## config.mk

```make
export PLATFORM = sky130hd
export DESIGN_NAME = bet_string_parser
export DESIGN_NICKNAME = d
export VERILOG_FILES = /design/src/bsp_pkg.sv /design/src/bsp_front.sv /design/src/bsp_fifo.sv /design/src/bsp_back.sv /design/src/bet_string_parser.sv
export VERILOG_INCLUDE_DIRS = /design/src /design/src/src
export SDC_FILE = /design/constraint.sdc
export NUM_CORES = 2
export LEC_CHECK = 0
export BUFFER_PORTS_ARGS = -buffer_cell sky130_fd_sc_hd__buf_2
export CELL_PAD_IN_SITES_DETAIL_PLACEMENT = 0
export CELL_PAD_IN_SITES_GLOBAL_PLACEMENT = 2
export CORE_MARGIN = 5
export CORE_UTILIZATION = 30
export CTS_BUF_LIST = sky130_fd_sc_hd__clkbuf_16
export CTS_CLUSTER_DIAMETER = 60
export DETAILED_ROUTE_END_ITERATION = 10
export HOLD_SLACK_MARGIN = 0.08
export PLACE_DENSITY_LB_ADDON = 0.1
export SYNTH_ARGS = -nofsm -noshare
export SYNTH_HDL_FRONTEND = slang
export SYNTH_SLANG_ARGS = --single-unit
export TNS_END_PERCENT = 30
```

## constraint.sdc

```tcl
create_clock -name clock -period 12 [get_ports clock]
set_input_delay 1.2 -clock clock [delete_from_list [all_inputs] [get_ports clock]]
set_output_delay 1.2 -clock clock [all_outputs]
set_load 0.01 [all_outputs]
```

## src/bet_string_parser_assert.svh

```systemverilog
// Assertion macros shared by the bet string parser modules.
`ifndef BET_STRING_PARSER_ASSERT_SVH
`define BET_STRING_PARSER_ASSERT_SVH

// Check a property on every rising clock edge outside reset.
`define BSP_ASSERT(label, clk, rst, prop, msg) \
   label: assert property (@(posedge clk) disable iff (rst) prop) else $error(msg);

// Check that a condition never holds on a rising clock edge outside reset.
`define BSP_ASSERT_NEVER(label, clk, rst, cond, msg) \
   label: assert property (@(posedge clk) disable iff (rst) !(cond)) else $error(msg);

`endif

```

## src/bsp_pkg.sv

```systemverilog
// Shared types, character classes and constants of the bet string parser.
`default_nettype none

package bsp_pkg;

   // Field widths
   localparam int CHAR_W      = 8;
   localparam int BET_W       = 31;
   localparam int VALUE_W     = 32;
   localparam int CFG_W       = 10;
   localparam int CSR_INDEX_W = 1;
   localparam int CLS_W       = 4;
   localparam int DIGIT_W     = 4;
   localparam int POW_W       = 17;

   // Parameter defaults
   localparam int MAX_CHARS_DEF  = 256;
   localparam int FIFO_DEPTH_DEF = 4;

   // Register indexes and reset values
   localparam logic [CSR_INDEX_W-1:0] CSR_RAISE_PERCENT = 1'd0;
   localparam logic [CSR_INDEX_W-1:0] CSR_FACTOR        = 1'd1;
   localparam logic [CFG_W-1:0]       RAISE_PERCENT_RST = 10'd25;
   localparam logic [CFG_W-1:0]       FACTOR_RST        = 10'd2;

   // Character classes
   localparam logic [CLS_W-1:0] CLS_END   = 4'd0;
   localparam logic [CLS_W-1:0] CLS_DIGIT = 4'd1;
   localparam logic [CLS_W-1:0] CLS_K     = 4'd2;
   localparam logic [CLS_W-1:0] CLS_M     = 4'd3;
   localparam logic [CLS_W-1:0] CLS_PLUS  = 4'd4;
   localparam logic [CLS_W-1:0] CLS_MINUS = 4'd5;
   localparam logic [CLS_W-1:0] CLS_MUL   = 4'd6;
   localparam logic [CLS_W-1:0] CLS_SPACE = 4'd7;
   localparam logic [CLS_W-1:0] CLS_OTHER = 4'd8;

   // Arithmetic constants
   localparam logic [VALUE_W-1:0] TEN      = 32'd10;
   localparam logic [VALUE_W-1:0] HUNDRED  = 32'd100;
   localparam logic [VALUE_W-1:0] THOUSAND = 32'd1000;
   localparam logic [VALUE_W-1:0] MILLION  = 32'd1000000;
   // ceil(2^37 / 100): exact reciprocal of 100 for 32-bit magnitudes
   localparam logic [VALUE_W-1:0] DIV100_MAGIC = 32'h51EB851F;
   localparam int                 DIV100_SHIFT = 37;

   // One classified character between front and back
   typedef struct packed {
      logic [CLS_W-1:0]   cls;
      logic [DIGIT_W-1:0] digit;
      logic [BET_W-1:0]   bet;
   } word_type;

   // Queue status seen by front and back
   typedef struct packed {
      logic full;
      logic empty;
   } fifo_status_type;

   // Place value of the next fractional digit
   function automatic logic [POW_W-1:0] pow10(input logic [2:0] exp);
      logic [POW_W-1:0] pow;
      unique case (exp)
         3'd0:    pow = 17'd1;
         3'd1:    pow = 17'd10;
         3'd2:    pow = 17'd100;
         3'd3:    pow = 17'd1000;
         3'd4:    pow = 17'd10000;
         3'd5:    pow = 17'd100000;
         default: pow = 17'd1;
      endcase
      return pow;
   endfunction

endpackage

`default_nettype wire

```

## src/bsp_front.sv

```systemverilog
// Front end: accepts characters, drops those past the length limit, classifies the rest.
`default_nettype none
`include "bet_string_parser_assert.svh"

module bsp_front #(
   parameter int MAX_CHARS = bsp_pkg::MAX_CHARS_DEF
) (
   input  wire logic                         clock,
   input  wire logic                         reset,
   input  wire logic                         req_valid,
   output logic                              req_stall,
   input  wire logic [bsp_pkg::CHAR_W-1:0]   req_character,
   input  wire logic [bsp_pkg::BET_W-1:0]    req_current_bet,
   input  wire bsp_pkg::fifo_status_type     fifo_status,
   output logic                              push,
   output bsp_pkg::word_type                 push_word
);

   localparam int                CNT_W    = (MAX_CHARS > 2) ? $clog2(MAX_CHARS) : 1;
   localparam logic [CNT_W-1:0]  CNT_LAST = CNT_W'(MAX_CHARS - 1);

   logic [CNT_W-1:0] cnt_ff;
   logic [CNT_W-1:0] cnt_in;
   logic             accept;
   logic             is_end;
   logic             in_room;
   logic [bsp_pkg::CLS_W-1:0] cls;

   // Hold the sender while the queue is full
   assign req_stall = fifo_status.full;
   assign accept    = req_valid && !fifo_status.full;
   assign is_end    = (req_character == 8'd0);
   assign in_room   = (cnt_ff < CNT_LAST);

   // Classify the character
   always_comb begin
      cls = bsp_pkg::CLS_OTHER;
      if (is_end) begin
         cls = bsp_pkg::CLS_END;
      end else if (req_character >= 8'd48 && req_character <= 8'd57) begin
         cls = bsp_pkg::CLS_DIGIT;
      end else if (req_character == 8'd107 || req_character == 8'd75) begin
         cls = bsp_pkg::CLS_K;
      end else if (req_character == 8'd109 || req_character == 8'd77) begin
         cls = bsp_pkg::CLS_M;
      end else if (req_character == 8'd43) begin
         cls = bsp_pkg::CLS_PLUS;
      end else if (req_character == 8'd45) begin
         cls = bsp_pkg::CLS_MINUS;
      end else if (req_character == 8'd42 || req_character == 8'd120) begin
         cls = bsp_pkg::CLS_MUL;
      end else if (req_character == 8'd32
                   || (req_character >= 8'd9 && req_character <= 8'd13)) begin
         cls = bsp_pkg::CLS_SPACE;
      end
   end

   // Push the terminator always, other characters only inside the limit
   assign push            = accept && (is_end || in_room);
   assign push_word.cls   = cls;
   assign push_word.digit = req_character[bsp_pkg::DIGIT_W-1:0];
   assign push_word.bet   = req_current_bet;

   // Count characters of the current string
   always_comb begin
      cnt_in = cnt_ff;
      if (accept) begin
         if (is_end) begin
            cnt_in = '0;
         end else if (in_room) begin
            cnt_in = cnt_ff + 1'b1;
         end
      end
   end

   always_ff @(posedge clock) begin
      if (reset) begin
         cnt_ff <= '0;
      end else begin
         cnt_ff <= cnt_in;
      end
   end

   `BSP_ASSERT_NEVER(a_count_in_range, clock, reset, cnt_ff > CNT_LAST, "char count past limit")
   `BSP_ASSERT(a_end_clears_count, clock, reset, (accept && is_end) |=> (cnt_ff == '0), "count not cleared")

endmodule

`default_nettype wire

```

## src/bsp_fifo.sv

```systemverilog
// Short queue of classified words between front and back.
`default_nettype none
`include "bet_string_parser_assert.svh"

module bsp_fifo #(
   parameter int DEPTH = bsp_pkg::FIFO_DEPTH_DEF
) (
   input  wire logic                      clock,
   input  wire logic                      reset,
   input  wire logic                      push,
   input  wire bsp_pkg::word_type         push_word,
   input  wire logic                      pop,
   output bsp_pkg::word_type              pop_word,
   output bsp_pkg::fifo_status_type       status
);

   localparam int                PTR_W    = $clog2(DEPTH);
   localparam int                CNT_W    = $clog2(DEPTH + 1);
   localparam logic [PTR_W-1:0]  PTR_LAST = PTR_W'(DEPTH - 1);
   localparam logic [CNT_W-1:0]  CNT_FULL = CNT_W'(DEPTH);

   bsp_pkg::word_type mem_ff [DEPTH];
   logic [PTR_W-1:0]  wr_ptr_ff;
   logic [PTR_W-1:0]  wr_ptr_in;
   logic [PTR_W-1:0]  rd_ptr_ff;
   logic [PTR_W-1:0]  rd_ptr_in;
   logic [CNT_W-1:0]  count_ff;
   logic [CNT_W-1:0]  count_in;

   assign status.full  = (count_ff == CNT_FULL);
   assign status.empty = (count_ff == '0);
   assign pop_word     = mem_ff[rd_ptr_ff];

   // Advance pointers and count
   always_comb begin
      wr_ptr_in = wr_ptr_ff;
      rd_ptr_in = rd_ptr_ff;
      count_in  = count_ff;
      if (push) begin
         wr_ptr_in = (wr_ptr_ff == PTR_LAST) ? '0 : wr_ptr_ff + 1'b1;
      end
      if (pop) begin
         rd_ptr_in = (rd_ptr_ff == PTR_LAST) ? '0 : rd_ptr_ff + 1'b1;
      end
      if (push && !pop) begin
         count_in = count_ff + 1'b1;
      end else if (pop && !push) begin
         count_in = count_ff - 1'b1;
      end
   end

   always_ff @(posedge clock) begin
      if (reset) begin
         wr_ptr_ff <= '0;
         rd_ptr_ff <= '0;
         count_ff  <= '0;
      end else begin
         wr_ptr_ff <= wr_ptr_in;
         rd_ptr_ff <= rd_ptr_in;
         count_ff  <= count_in;
      end
   end

   // Store pushed words
   always_ff @(posedge clock) begin
      if (push) begin
         mem_ff[wr_ptr_ff] <= push_word;
      end
   end

   `BSP_ASSERT_NEVER(a_no_push_when_full, clock, reset, push && status.full && !pop, "push into full queue")
   `BSP_ASSERT_NEVER(a_no_pop_when_empty, clock, reset, pop && status.empty, "pop from empty queue")

endmodule

`default_nettype wire

```

## src/bsp_back.sv

```systemverilog
// Back end: parse state machine and the pipeline that computes the bet on the terminator.
`default_nettype none
`include "bet_string_parser_assert.svh"

module bsp_back (
   input  wire logic                            clock,
   input  wire logic                            reset,
   input  wire bsp_pkg::word_type               fifo_word,
   input  wire bsp_pkg::fifo_status_type        fifo_status,
   output logic                                 pop,
   input  wire logic [bsp_pkg::CFG_W-1:0]       raise_percent,
   input  wire logic [bsp_pkg::CFG_W-1:0]       factor,
   output logic                                 rsp_valid,
   input  wire logic                            rsp_stall,
   output logic signed [bsp_pkg::VALUE_W-1:0]   rsp_bet_value
);

   localparam logic [3:0] M_START    = 4'd0;
   localparam logic [3:0] M_INT      = 4'd1;
   localparam logic [3:0] M_FRAC     = 4'd2;
   localparam logic [3:0] M_SKIP     = 4'd3;
   localparam logic [3:0] M_BAD      = 4'd4;
   localparam logic [3:0] M_PLUS_WS  = 4'd5;
   localparam logic [3:0] M_PLUS_DIG = 4'd6;
   localparam logic [3:0] M_PLUS_END = 4'd7;
   localparam logic [3:0] M_MUL_WS   = 4'd8;
   localparam logic [3:0] M_MUL_DIG  = 4'd9;
   localparam logic [3:0] M_MUL_END  = 4'd10;

   localparam int W = bsp_pkg::VALUE_W;

   // Parse state
   logic [3:0]   mode_ff;
   logic [3:0]   mode_in;
   logic [W-1:0] acc_ff;
   logic [W-1:0] acc_in;
   logic [2:0]   left_ff;
   logic [2:0]   left_in;
   logic         minus_ff;
   logic         minus_in;
   logic         alone_ff;
   logic         alone_in;

   // Finish pipeline
   logic         fa_valid_ff;
   logic         fa_valid_in;
   logic [W-1:0] fa_a_ff;
   logic [W-1:0] fa_a_in;
   logic [W-1:0] fa_b_ff;
   logic [W-1:0] fa_b_in;
   logic         fa_plus_ff;
   logic         fa_plus_in;
   logic         fb_valid_ff;
   logic [W-1:0] fb_prod_ff;
   logic         fb_plus_ff;
   logic         fc_valid_ff;
   logic [W-1:0] fc_val_ff;
   logic [W-1:0] fc_val_in;
   logic         fc_neg_ff;
   logic         rsp_valid_ff;
   logic [W-1:0] rsp_value_ff;

   logic         en;
   logic         is_digit;
   logic         mul_grp;
   logic [3:0]   dig_code;
   logic [3:0]   end_code;
   logic [W-1:0] digit_ext;
   logic [W-1:0] arg;
   logic [W-1:0] bet_ext;
   logic [20:0]  frac_prod;
   logic [W-1:0] mag;
   logic [2*W-1:0] quo_full;

   // Stall the whole back end while the output word waits
   assign en        = !(rsp_valid_ff && rsp_stall);
   assign pop       = en && !fifo_status.empty;

   assign is_digit  = (fifo_word.cls == bsp_pkg::CLS_DIGIT);
   assign digit_ext = W'(fifo_word.digit);
   assign bet_ext   = W'(fifo_word.bet);
   assign arg       = minus_ff ? (W'(0) - acc_ff) : acc_ff;
   assign frac_prod = 21'(fifo_word.digit) * 21'(bsp_pkg::pow10(left_ff - 3'd1));
   assign mul_grp   = (mode_ff == M_MUL_WS) || (mode_ff == M_MUL_DIG)
                      || (mode_ff == M_MUL_END);
   assign dig_code  = mul_grp ? M_MUL_DIG : M_PLUS_DIG;
   assign end_code  = mul_grp ? M_MUL_END : M_PLUS_END;

   // Step the parser on each popped word
   always_comb begin
      mode_in     = mode_ff;
      acc_in      = acc_ff;
      left_in     = left_ff;
      minus_in    = minus_ff;
      alone_in    = alone_ff;
      fa_valid_in = 1'b0;
      fa_a_in     = '0;
      fa_b_in     = '0;
      fa_plus_in  = 1'b0;
      if (pop) begin
         if (fifo_word.cls == bsp_pkg::CLS_END) begin
            // Set up the final multiply and return to start of string
            fa_valid_in = 1'b1;
            unique case (mode_ff) inside
               M_INT, M_FRAC, M_SKIP: begin
                  fa_a_in = acc_ff;
                  fa_b_in = W'(1);
               end
               M_PLUS_WS, M_PLUS_DIG, M_PLUS_END: begin
                  fa_a_in    = bet_ext;
                  fa_b_in    = bsp_pkg::HUNDRED + (alone_ff ? W'(raise_percent) : arg);
                  fa_plus_in = 1'b1;
               end
               M_MUL_WS, M_MUL_DIG, M_MUL_END: begin
                  fa_a_in = bet_ext;
                  fa_b_in = alone_ff ? W'(factor) : arg;
               end
               default: begin
                  fa_a_in = '0;
                  fa_b_in = '0;
               end
            endcase
            mode_in  = M_START;
            acc_in   = '0;
            left_in  = '0;
            minus_in = 1'b0;
            alone_in = 1'b1;
         end else begin
            unique case (mode_ff) inside
               M_START: begin
                  if (is_digit) begin
                     acc_in  = digit_ext;
                     mode_in = M_INT;
                  end else if (fifo_word.cls == bsp_pkg::CLS_PLUS) begin
                     mode_in = M_PLUS_WS;
                  end else if (fifo_word.cls == bsp_pkg::CLS_MUL) begin
                     mode_in = M_MUL_WS;
                  end else begin
                     mode_in = M_BAD;
                  end
               end
               M_INT: begin
                  if (is_digit) begin
                     acc_in = W'(acc_ff * bsp_pkg::TEN) + digit_ext;
                  end else if (fifo_word.cls == bsp_pkg::CLS_K) begin
                     acc_in  = W'(acc_ff * bsp_pkg::THOUSAND);
                     left_in = 3'd3;
                     mode_in = M_FRAC;
                  end else if (fifo_word.cls == bsp_pkg::CLS_M) begin
                     acc_in  = W'(acc_ff * bsp_pkg::MILLION);
                     left_in = 3'd6;
                     mode_in = M_FRAC;
                  end else begin
                     mode_in = M_BAD;
                  end
               end
               M_FRAC: begin
                  if (is_digit) begin
                     if (left_ff != 3'd0) begin
                        left_in = left_ff - 3'd1;
                        acc_in  = acc_ff + W'(frac_prod);
                     end else begin
                        mode_in = M_SKIP;
                     end
                  end else begin
                     mode_in = M_BAD;
                  end
               end
               M_PLUS_WS, M_MUL_WS: begin
                  alone_in = 1'b0;
                  if (fifo_word.cls == bsp_pkg::CLS_SPACE) begin
                     mode_in = mode_ff;
                  end else if (fifo_word.cls == bsp_pkg::CLS_PLUS
                               || fifo_word.cls == bsp_pkg::CLS_MINUS) begin
                     minus_in = (fifo_word.cls == bsp_pkg::CLS_MINUS);
                     mode_in  = dig_code;
                  end else if (is_digit) begin
                     acc_in  = digit_ext;
                     mode_in = dig_code;
                  end else begin
                     mode_in = end_code;
                  end
               end
               M_PLUS_DIG, M_MUL_DIG: begin
                  alone_in = 1'b0;
                  if (is_digit) begin
                     acc_in = W'(acc_ff * bsp_pkg::TEN) + digit_ext;
                  end else begin
                     mode_in = end_code;
                  end
               end
               M_PLUS_END, M_MUL_END: begin
                  alone_in = 1'b0;
               end
               default: begin
                  mode_in = mode_ff;
               end
            endcase
         end
      end
   end

   always_ff @(posedge clock) begin
      if (reset) begin
         mode_ff  <= M_START;
         acc_ff   <= '0;
         left_ff  <= '0;
         minus_ff <= 1'b0;
         alone_ff <= 1'b1;
      end else begin
         mode_ff  <= mode_in;
         acc_ff   <= acc_in;
         left_ff  <= left_in;
         minus_ff <= minus_in;
         alone_ff <= alone_in;
      end
   end

   // Divide a raised bet by 100, truncating toward zero
   assign mag       = fb_prod_ff[W-1] ? (W'(0) - fb_prod_ff) : fb_prod_ff;
   assign quo_full  = mag * bsp_pkg::DIV100_MAGIC;
   assign fc_val_in = fb_plus_ff ? W'(quo_full[2*W-1:bsp_pkg::DIV100_SHIFT]) : fb_prod_ff;

   // Advance the finish pipeline
   always_ff @(posedge clock) begin
      if (reset) begin
         fa_valid_ff  <= 1'b0;
         fb_valid_ff  <= 1'b0;
         fc_valid_ff  <= 1'b0;
         rsp_valid_ff <= 1'b0;
      end else if (en) begin
         fa_valid_ff  <= fa_valid_in;
         fb_valid_ff  <= fa_valid_ff;
         fc_valid_ff  <= fb_valid_ff;
         rsp_valid_ff <= fc_valid_ff;
      end
   end

   always_ff @(posedge clock) begin
      if (en) begin
         fa_a_ff      <= fa_a_in;
         fa_b_ff      <= fa_b_in;
         fa_plus_ff   <= fa_plus_in;
         fb_prod_ff   <= W'(fa_a_ff * fa_b_ff);
         fb_plus_ff   <= fa_plus_ff;
         fc_val_ff    <= fc_val_in;
         fc_neg_ff    <= fb_plus_ff && fb_prod_ff[W-1];
         rsp_value_ff <= fc_neg_ff ? (W'(0) - fc_val_ff) : fc_val_ff;
      end
   end

   assign rsp_valid     = rsp_valid_ff;
   assign rsp_bet_value = rsp_value_ff;

   `BSP_ASSERT(a_end_resets_mode, clock, reset, (pop && fifo_word.cls == bsp_pkg::CLS_END) |=> (mode_ff == M_START), "parser not back at start")
   `BSP_ASSERT(a_result_reaches_output, clock, reset, (en && fc_valid_ff) |=> rsp_valid_ff, "result lost before output")

endmodule

`default_nettype wire

```

## src/bet_string_parser.sv

```systemverilog
// Top level of the bet string parser: configuration registers, front end, queue and back end.
`default_nettype none

// Takes a bet string one character per word and returns one signed 32-bit bet on the zero
// byte that ends it: a decimal number with optional k/m suffix, a "+" raise by percent, or
// a "*"/"x" multiple of the current bet; malformed or empty strings give 0. One character
// is accepted every cycle unless the queue is full. The result passes the pop and parse step,
// the 32x32 product, the reciprocal divide by 100 and the sign fix into the output register.
// While rsp_stall holds a waiting result the whole back end holds, and a queue of FIFO_DEPTH
// words keeps taking characters until it fills. The user must write configuration registers
// through the csr_ port only while no string is in flight; the block does not enforce it.
module bet_string_parser #(
   parameter int MAX_CHARS  = bsp_pkg::MAX_CHARS_DEF,
   parameter int FIFO_DEPTH = bsp_pkg::FIFO_DEPTH_DEF
) (
   input  wire logic                               clock,
   input  wire logic                               reset,
   input  wire logic                               req_valid,
   output logic                                    req_stall,
   input  wire logic [bsp_pkg::CHAR_W-1:0]         req_character,
   input  wire logic [bsp_pkg::BET_W-1:0]          req_current_bet,
   output logic                                    rsp_valid,
   input  wire logic                               rsp_stall,
   output logic signed [bsp_pkg::VALUE_W-1:0]      rsp_bet_value,
   input  wire logic                               csr_valid,
   output logic                                    csr_ready,
   input  wire logic [bsp_pkg::CSR_INDEX_W-1:0]    csr_index,
   input  wire logic [bsp_pkg::CFG_W-1:0]          csr_wdata
);

   logic [bsp_pkg::CFG_W-1:0] raise_percent_ff;
   logic [bsp_pkg::CFG_W-1:0] factor_ff;
   logic                      push;
   logic                      pop;
   bsp_pkg::word_type         push_word;
   bsp_pkg::word_type         pop_word;
   bsp_pkg::fifo_status_type  fifo_status;

   // Take register writes every cycle
   assign csr_ready = 1'b1;

   always_ff @(posedge clock) begin
      if (reset) begin
         raise_percent_ff <= bsp_pkg::RAISE_PERCENT_RST;
         factor_ff        <= bsp_pkg::FACTOR_RST;
      end else if (csr_valid && csr_ready) begin
         unique case (csr_index)
            bsp_pkg::CSR_RAISE_PERCENT: raise_percent_ff <= csr_wdata;
            bsp_pkg::CSR_FACTOR:        factor_ff        <= csr_wdata;
            default:                    raise_percent_ff <= raise_percent_ff;
         endcase
      end
   end

   bsp_front #(
      .MAX_CHARS (MAX_CHARS)
   ) u_front (
      .clock           (clock),
      .reset           (reset),
      .req_valid       (req_valid),
      .req_stall       (req_stall),
      .req_character   (req_character),
      .req_current_bet (req_current_bet),
      .fifo_status     (fifo_status),
      .push            (push),
      .push_word       (push_word)
   );

   bsp_fifo #(
      .DEPTH (FIFO_DEPTH)
   ) u_fifo (
      .clock     (clock),
      .reset     (reset),
      .push      (push),
      .push_word (push_word),
      .pop       (pop),
      .pop_word  (pop_word),
      .status    (fifo_status)
   );

   bsp_back u_back (
      .clock         (clock),
      .reset         (reset),
      .fifo_word     (pop_word),
      .fifo_status   (fifo_status),
      .pop           (pop),
      .raise_percent (raise_percent_ff),
      .factor        (factor_ff),
      .rsp_valid     (rsp_valid),
      .rsp_stall     (rsp_stall),
      .rsp_bet_value (rsp_bet_value)
   );

endmodule

`default_nettype wire

```

==> flow_summary_export.csv <==
group,metric,value,unit
yosys,syn_nets,8374,
power,p_int,3.23,mW
sta,rsz0062_at_grt,"false",
finish,syn_to_final_growth,10.2,%
yosys,netlist.area_leader.share,30.0,%
sta,finalHoldViolations,0,
drt,wirelength,234,mm
sta,finClkSkew,0.0987,ns
critical_path,endpoint_kind,"flop",
yosys,yosys.area_share.simple,11.0,%
drt,drt_iter0_drc,2680,
cts,clock_latency,0.72,ns
run_status,outcome,"complete, no violations",
placement,numPortBuffers,88,
hold_path,min_path_cells,0,
sta,tightest_slew,1.17,ns
power,sequentialPowerShare,32.2,%
cts,cts_tree,"built",
yosys,async_flop_share,0,%
global_routing,track_usage,21.0,%
floorplanning,num_rows,168,
global_routing,grt_pass1_vias,49400,
finish,fin_nets,8463,
yosys,ys_ff_latch,401,
critical_path,r2r_cells,33,
critical_path,worstSetupStartpointType,"flop",
cts,root_buffer,"clkbuf_16",
power,leakagePower,35.5,nW
power,power.switching,1.83,mW
floorplanning,placeableCoreArea,210000,µm²
cts,cts_resized,0,
placement,place_hpwl,194,mm
critical_path,crit_fanout,7,
placement,placed_area,67600,µm²
yosys,yosysSeqAreaShare,17.7,%
sta,fin_crit_sh,92.5,%
placement,place_ws,0.974,ns
sta,fmax,90.1,MHz
floorplanning,initial_core_util,30.2,%
floorplanning,die_area,220000,µm²
global_routing,grt_first_pass_wirelength,345,mm
drt,vias,46100,
sta,final-setup-viol-count,0,
cts,postCtsSetupRepairBufs,0,
cts,cts_buffers,60,
flow_run,maxCapViolations,0,
global_routing,overflow,0,
drt,firstDrtPassIters,5,
critical_path,critPathMostFrequentCell,"fa_1",
floorplanning,boundaryPins,90,
cts,clk_path_buf_depth,3,
yosys,synth_mux_area_share,1.95,%
yosys,synth_ff_type,"edfxtp_1",
global_routing,antenna_found_initial,26,
floorplanning,fp.dieH,469,µm
yosys,ys_top_cells_by_area,"fa_1, edfxtp_1, ha_1, inv_1, nand2_1",
drt,wl_per_cell,24.4,µm
sta,hold_slack,0.429,ns
yosys,synthAdderAreaFrac,44.7,%
yosys,ys_warn_count,0,
cts,cts_hold_buf,0,
sta,fin_crit,11.10,ns
sta,final_max_slew_viol_count,0,
sta,fin_setup_tns,0,ns
finish,drive_above_1_share,7.01,%
critical_path,crit_arrival,11.49,ns
sta,setup_ws,0.902,ns
sta,slew_headroom,21.9,%
finish,final_cell_area,69700,µm²
yosys,yosys.area.top_type,"fa_1",
drt,drtAntennaViolNets,0,
finish,final_cell_mix,"inv_1, fa_1, ha_1",
cts,clock-sinks,401,
cts,htreeDepth,2,
yosys,synth-edff-count,319,
placement,place_congestion,0.869,
finish,post-route-util,33.2,%
yosys,syn_area,63300,µm²
yosys,synth.avg_cell_area,9.56,µm²
critical_path,cp_slowest_cell,"xor2_1",
drt,viasPerCell,4.82,
critical_path,worstSetupPathType,"reg2reg",
floorplanning,die_w,469,µm
yosys,synthCells,6626,
yosys,synth.distinct_cells,99,
global_routing,grt_max_degree,73,
cts,clk_pin_slew,0.06,ns
drt,drc,0,
power,combPwrFrac,30.6,%
finish,mostFrequentLayoutCell,"inv_1",
power,pwr-share-clk,37.2,%
power,cellPowerDensity,72.5,nW/µm²
yosys,synth_top_family_by_area,"adder cells",
yosys,synth-compound-area-share,8.85,%
power,swShare,36.2,%
yosys,synth_xor_area_share,5.54,%
hold_path,hp-class,"reg2reg",
power,ir_worst_vdd,127,µV
critical_path,crit_required,12.39,ns
critical_path,slowest_delay,0.63,ns
[final timing paths]
kind                        startpoint              endpoint  slack, ns
setup / recovery  u_back.fb_prod_ff[5]  u_back.fc_val_ff[24]       0.90
hold / removal       u_back.fa_plus_ff     u_back.fb_plus_ff       0.43
setup reg to reg  u_back.fb_prod_ff[5]  u_back.fc_val_ff[24]       0.90
hold reg to reg      u_back.fa_plus_ff     u_back.fb_plus_ff       0.43
[power by group through the flow]
stage	sequential [mW]	clock, mW	combinational (mW)
finish	1.63	1.88	1.55
global route	1.64	1.99	1.72
CTS	1.63	1.94	1.57
detailed placement	1.66	0	1.56
global placement	1.65	0	1.57
floorplan	1.63	0	1.01
[layout make-up]
| class | instances | area [µm²] |
|---|---|---|
| antenna | 5 | 12.5 |
| inverter | 1507 | 5660 |
| tap | 2805 | 3510 |
| clock buffer | 60 | 1500 |
| clock inverter | 53 | 641 |
| fill | 22200 | 140000 |
| timing repair buffer | 226 | 1480 |
| sequential | 401 | 11200 |
| multi-input combinational | 4519 | 45700 |
[stage by stage]
| stage | power [mW] | std cells |
|---|---|---|
| after floorplan | 2.65 | 6626 |
| after global routing | 5.35 | 9571 |
| after CTS | 5.13 | 9571 |
| final | 5.05 | 9576 |
| after global placement | 3.22 | 9458 |
| after detailed placement | 3.22 | 9458 |
[state kept, by name (all words and copies together) (netlist names), 2 cells and up, named ones only]
| name | count |
|---|---|
| raise_percent_ff | 10 |
| u_front.cnt_ff | 8 |
| u_back.acc_ff | 32 |
| u_back.fc_val_ff | 32 |
| u_fifo.rd_ptr_ff | 2 |
| u_back.left_ff | 3 |
| u_back.fa_a_ff | 32 |
| u_fifo.mem_ff | 156 |
| u_back.rsp_bet_value | 32 |
| u_fifo.count_ff | 3 |
| u_back.fb_prod_ff | 32 |
| factor_ff | 10 |
| u_back.fa_b_ff | 32 |
| u_back.mode_ff | 4 |
| u_fifo.wr_ptr_ff | 2 |
[critical path: cells and delay by family, from the launching register on]
family	cells	cell delay (ns)
muxes	1	0.26
adders and majority gates	8	3.61
buffers and inverters	6	0.77
and+or+nand+nor	8	2.56
DFF	1	0.47
AOI/OAI and AO/OA	7	2.08
xor gates and xnor gates	3	1.01
[routing by layer]
metal  share of wire, %  vias up  GRT usage [%]
li1                   -    21300              -
met1                 49    23900           30.7
met2                 47      739           34.7
met3                2.8      174           1.58
met4                1.7        6           3.49
met5              0.018        -              0
[Yosys cell counts, types with 11 or more instances]
master	n
a2111oi_0	11
a211oi_1	25
a21o_1	77
a21oi_1	249
a22oi_1	46
a31oi_1	23
and2_1	120
and3_1	25
buf_1	16
clkbuf_1	172
dfxtp_1	82
edfxtp_1	319
fa_1	950
ha_1	743
inv_1	1503
mux2_2	23
mux2i_1	12
mux4_2	38
nand2_1	672
nand2b_1	58
nand3_1	54
nand3b_1	15
nand4_1	21
nor2_1	288
nor2b_1	53
nor3_1	71
nor4_1	20
o211ai_1	22
o21a_1	44
o21ai_0	145
o21bai_1	15
o22ai_1	24
o31ai_1	33
o41ai_1	16
or2_2	26
or3_1	28
or4_1	11
xnor2_1	283
xor2_1	112
[logic make-up (layout without fill, tap and decap cells)]
logic type	Yosys count	in the layout
flip-flops	401	401
XOR/XNOR	397	397
multiplexers	73	73
other	1	6
adder cells (fa/ha/maj)	1693	1693
AND/OR/NAND/NOR	1502	1502
buffers and inverters	1706	1846
AO/OA/AOI/OAI	853	853
Note: power is estimated with default switching activity, not from simulation.
